==> src/rtl/acb_pkg.sv <==
// Shared constants, command and status types for the auto-crop bounding box unit.
// Depends on nothing; every other file imports it.
package acb_pkg;

  localparam int MAX_WIDTH  = 256;
  localparam int MAX_HEIGHT = 256;
  localparam int XW         = $clog2(MAX_WIDTH);
  localparam int YW         = $clog2(MAX_HEIGHT);
  localparam int AW         = XW + YW;
  localparam int MEM_DEPTH  = MAX_WIDTH * MAX_HEIGHT;
  localparam int DIM_W      = 9;
  localparam int PIXEL_W    = 32;
  localparam int CFG_IDX_W  = 2;

  localparam logic [CFG_IDX_W-1:0] CFG_IMAGE_WIDTH  = CFG_IDX_W'(0);
  localparam logic [CFG_IDX_W-1:0] CFG_IMAGE_HEIGHT = CFG_IDX_W'(1);

  typedef enum logic [1:0] {
    PH_COL,
    PH_ROW,
    PH_BOX
  } scan_phase_t;

  typedef struct packed {
    logic        load;
    logic        cfg_write;
    logic        scan_init;
    scan_phase_t phase;
  } acb_cmd_t;

  typedef struct packed {
    logic last_pixel;
    logic edge_uniform;
    logic scan_done;
    logic scan_ok;
  } acb_status_t;

  function automatic logic [DIM_W-1:0] clamp_dim(input logic [DIM_W-1:0] v,
                                                 input logic [DIM_W-1:0] lim);
    logic [DIM_W-1:0] r;
    if (v == '0) begin
      r = DIM_W'(1);
    end else if (v > lim) begin
      r = lim;
    end else begin
      r = v;
    end
    return r;
  endfunction

endpackage

==> src/rtl/acb_controller.sv <==
// Controller: sequences load, right-column check, bottom-row check, box scan and result.
// Depends on acb_pkg; commands acb_datapath through acb_cmd_t.
module acb_controller (
  input  logic                 clk,
  input  logic                 rst,
  input  logic                 start,
  input  logic                 cfg_valid,
  input  acb_pkg::acb_status_t status,
  output acb_pkg::acb_cmd_t    cmd,
  output logic                 busy,
  output logic                 cfg_ready,
  output logic                 done
);
  import acb_pkg::*;

  typedef enum logic [2:0] {
    S_LOAD,
    S_COL,
    S_ROW,
    S_BOX,
    S_EMIT
  } state_t;

  state_t state;
  state_t state_next;

  assign busy      = (state != S_LOAD) || cfg_valid;
  assign cfg_ready = (state == S_LOAD);

  always_comb begin
    state_next    = state;
    cmd.load      = 1'b0;
    cmd.cfg_write = cfg_valid && (state == S_LOAD);
    cmd.scan_init = 1'b0;
    case (state)
      S_COL:   cmd.phase = PH_COL;
      S_ROW:   cmd.phase = PH_ROW;
      default: cmd.phase = PH_BOX;
    endcase
    case (state)
      S_LOAD: begin
        cmd.load = start && !cmd.cfg_write;
        if (cmd.load && status.last_pixel) begin
          cmd.scan_init = 1'b1;
          state_next    = status.edge_uniform ? S_BOX : S_COL;
        end
      end
      S_COL: begin
        if (status.scan_done) begin
          cmd.scan_init = 1'b1;
          state_next    = status.scan_ok ? S_BOX : S_ROW;
        end
      end
      S_ROW: begin
        if (status.scan_done) begin
          if (status.scan_ok) begin
            cmd.scan_init = 1'b1;
            state_next    = S_BOX;
          end else begin
            state_next = S_EMIT;
          end
        end
      end
      S_BOX: begin
        if (status.scan_done) begin
          state_next = S_EMIT;
        end
      end
      S_EMIT: begin
        state_next = S_LOAD;
      end
      default: begin
        state_next = S_LOAD;
      end
    endcase
  end

  always_ff @(posedge clk) begin
    if (rst) begin
      state <= S_LOAD;
      done  <= 1'b0;
    end else begin
      state <= state_next;
      done  <= (state_next == S_EMIT);
    end
  end

endmodule
==> config.mk <==
export PLATFORM = sky130hd
export DESIGN_NAME = acb_controller
export DESIGN_NICKNAME = d
export VERILOG_FILES = /design/src/rtl/acb_pkg.sv /design/src/rtl/acb_controller.sv
export SDC_FILE = /design/constraint.sdc
export NUM_CORES = 1
export LEC_CHECK = 0
export BUFFER_PORTS_ARGS = -buffer_cell sky130_fd_sc_hd__buf_4
export CAP_MARGIN = 20
export CELL_PAD_IN_SITES_DETAIL_PLACEMENT = 0
export CELL_PAD_IN_SITES_GLOBAL_PLACEMENT = 1
export CORE_AREA = 2 2 39 41
export DETAILED_ROUTE_END_ITERATION = 8
export DIE_AREA = 0 0 41 43
export HOLD_SLACK_MARGIN = 0.08
export PLACE_DENSITY = 0.6
export SKIP_CTS_REPAIR_TIMING = 1
export SYNTH_ARGS = -nofsm -noshare
export SYNTH_HDL_FRONTEND = slang
export SYNTH_SLANG_ARGS = --single-unit
==> constraint.sdc <==
create_clock -name clk -period 1.4 [get_ports clk]
set_input_delay 0.28 -clock clk [delete_from_list [all_inputs] [get_ports clk]]
set_output_delay 0.28 -clock clk [all_outputs]
set_load 0.05 [all_outputs]
==> Yosys cells after proc, flatten, opt, wreduce, memory -nomap -nowiden <==
Cells that the tools add are included.
W data, S select, Z words.
{ "op_classes": {"n_eq_ne": 4, "n_mux": 15, "n_reduce_logical": 7} }
{ "op_table": {"columns": ["op", "n"], "rows": [
  ["$mux W3", 5],
  ["$pmux W3 S4", 1],
  ["$eq A3 B2 Y1 const B", 2],
  ["$mux W1", 6],
  ["$pmux W2 S2", 1],
  ["$eq A3 B1 Y1 const B", 1],
  ["$eq A3 B3 Y1 const B", 1],
  ["$logic_and A1 B1 Y1", 3],
  ["$logic_not A3 Y1", 1],
  ["$pmux W1 S3", 1],
  ["$reduce_bool A3 Y1", 1],
  ["$mux W2", 1],
  ["$logic_not A1 Y1", 1],
  ["$logic_or A1 B1 Y1", 1]
]} }
{ "word_totals": {"ff_bits": 4, "in_bits": 8, "output_inout_bits": 8, "wordCells": 28} }

==> Depth between registers and ports, before layout <==
{ "depth": {"word_depth": 8, "mapped_depth": 3, "mapped_depth_nobuf": 3} }

==> Worst setup path after synthesis <==
OpenSTA, ideal clock, no wires.
{ "synth_path": {"kind": "reg2out", "from": "register state[0]", "to": "output cmd[2] in the netlist's numbering", "t_arrival_ps": 1848, "slack_ps": -728, "path_stages_with_launch": 4, "path_cell_list": "dfxtp_1 -> and2b_2 -> a21oi_1 -> o31ai_1"} }
{ "synth_lines": {"columns": ["item", "line", "rtl"], "rows": [
  ["start: declaration", "acb_controller.sv:24", "state_t state;"],
  ["start signal: assignment", "acb_controller.sv:83", "state <= state_next;"],
  ["end: declaration", "acb_controller.sv:9", "output acb_pkg::acb_cmd_t cmd,"]
]} }

==> impl_metrics.tcl <==
set metrics [dict create \
    maxSlewViolCount 0 \
    multiInputGateArea_um2 240 \
    dieWidth_um 41 \
    antenna_found_initial 0 \
    finalHoldViolations 0 \
    fin_total_pwr_uw 508 \
    cts.clk_slew.worst_paths_ns 0.04 \
    syn2layout_area_growth_pct 112 \
    cp-end-kind "output pin" \
    seqCellArea_um2 82.6 \
    async_reset_ff_share_pct 0 \
    start_util_pct 20.2 \
    cap_viol_max_count 0 \
    cts.sinks 4 \
    yosysTopAreaCell "dfxtp_1" \
    min_period_ns 1.57 \
    finalNetCount 70 \
    drtPass1Iterations 3 \
    synth_edf_count 0 \
    clock_skew_ns 0.00549 \
    routed_via_density 4.39 \
    grt_first_pass_wirelength_um 1070 \
    fmax_ghz 0.636 \
    powerDensity_nw_per_um2 860 \
    die_area_um2 1760 \
    synthFlopType "dfxtp_1" \
    insertion_delay_ns 0.23 \
    final_util_pct 42.7 \
    setup_viol 6 \
    core.rowCount 14 \
    rsz0062_at_grt "true" \
    placedCellCount 72 \
    wl_um 758 \
    ir_drop_mv 0.243 \
    grt.overflow.total 0 \
    syn_area_per_cell_um2 8.46 \
    max_slew_margin_pct 83.4 \
    cp.arrival_ns 1.29 \
    yosysUniqueCellTypes 19 \
    port-buffer-count 15 \
    post-route-period-util_pct 112 \
    ys_warn_count 0 \
    fillers 138 \
    status "complete, but fails checks" \
    setup_ws_ns -0.173 \
    cts.htree.levels 1 \
    synth_top_area_share_pct 28.7 \
    hp-class "input port to flop" \
    vias 334 \
    leakage_uw 0.000267 \
    wl_per_cell_um 9.97 \
    yosysMostFrequentCell "dfxtp_1" \
    die_height_um 43 \
    gp_congestion 0.687 \
    io_pins 16 \
    worstMarginPinSlew_ns 0.249 \
    core_area_um2 1380 \
    ys_seq_area_share_pct 28.7 \
    final_cell_count_no_fill 76 \
    clockBufferDepth 2 \
    drive_gt1_share_pct 68.3 \
    cp.required_ns 1.12 \
    critPathLaunchType "flop" \
    synthTopCellsByCount "dfxtp_1 (4), nand3_1 (3), nor2_1 (3), nor2b_1 (3), nor3b_1 (3)" \
    dp_hpwl_um 635 \
    cp_max_fo 3 \
    yosys-top-cells-area "dfxtp_1 (29%), nor3b_1 (8.1%), nor2b_1 (6.7%)" \
    synth_nets 41 \
    syn_inst 33 \
    netlist_area_um2 279 \
    failed_checks "negative setup slack" \
    cts_tree "done" \
    critPathKind "flop to output pin" \
    cts_made_buffers 3 \
    diodes 0 \
    drtIter0Drc 4 \
    grt_max_degree 7 \
    ant_nets 0 \
    grt_pass1_vias 298 \
    ys_ff_latch 4 \
    route.detailed.drc 0 \
    cts_root_buffer "clkbuf_4" \
    grt_usage_pct 8.74 \
]
-- worst paths after layout --
| kind | startpoint | end | slack (ns) | depth (start not counted) |
|---|---|---|---|---|
| worst max-delay path | state[0] | cmd[1] | -0.17 | 5 |
| worst min-delay path | rst | state[0] | 0.29 | 2 |
| worst max register to register | state[0] | state[0] | 0.16 | 6 |
| worst min register to register | state[1] | state[0] | 0.64 | 3 |
-- state kept, by name, summed over array words and instances, names as in the netlist --
register,flops
state,3
done,1
-- worst max-delay path: stages (launching register included) --
cell	delay [ns]
dfxtp_2	0.32
buf_4	0.14
and2b_1	0.18
buf_6	0.13
o21bai_4	0.12
buf_6	0.17
-- routing by layer --
metal  track usage, %  part of all wire [%]  vias to the layer above
met4             4.00                     0                        0
met5                0                     0                        -
met1             9.68                    43                      148
met2             14.7                    49                       12
met3             2.09                   7.8                        0
li1                 -                     -                      174
-- logic make-up after synthesis --
logic type	synth area share, %
AOI/OAI and AO/OA	15.2
buffers and inverters	1.34
DFF	28.7
and+or+nand+nor	54.7
-- layout by cell type (no fill, tap or decap), types with 2 or more instances in the layout --
cell type | netlist | final
clkbuf_4 | 0 | 3
and2b_2 | 2 | 2
dfxtp_1 | 4 | 2
buf_8 | 0 | 2
buf_4 | 0 | 15
dfxtp_2 | 0 | 2
and2_4 | 0 | 2
nand4_1 | 2 | 2
nor2b_1 | 3 | 3
buf_6 | 0 | 7
nor2_1 | 3 | 3
nand3_1 | 3 | 3
nor3b_1 | 3 | 2
-- where the power goes --
part           leakage, µW  switching [µW]  internal (µW)
clock            0.0000138            43.9           95.7
sequential       0.0000333            6.23            120
combinational     0.000220             130            112
-- cell type report --
class,count,share of cell area (%)
Clock buffer,3,3.81
Inverter,1,0.636
Multi-Input combinational cell,28,40.7
Sequential cell,4,14.0
Tap cell,16,3.39
Timing Repair Buffer,24,37.5
-- metrics by stage --
stage / cell area, µm² / worst slack [ns] / hold slack (ns) / TNS [ns]
after global placement: 500 / -0.0259 / 0.538 / -0.0259
after global routing: 591 / -0.235 / 0.298 / -1.12
after floorplan: 308 / -0.224 / 0.401 / -0.726
final: 591 / -0.173 / 0.286 / -0.691
after CTS: 523 / -0.281 / 0.289 / -1.26
after detailed placement: 500 / -0.0285 / 0.537 / -0.0285
Note: power is estimated with default switching activity, not from simulation.
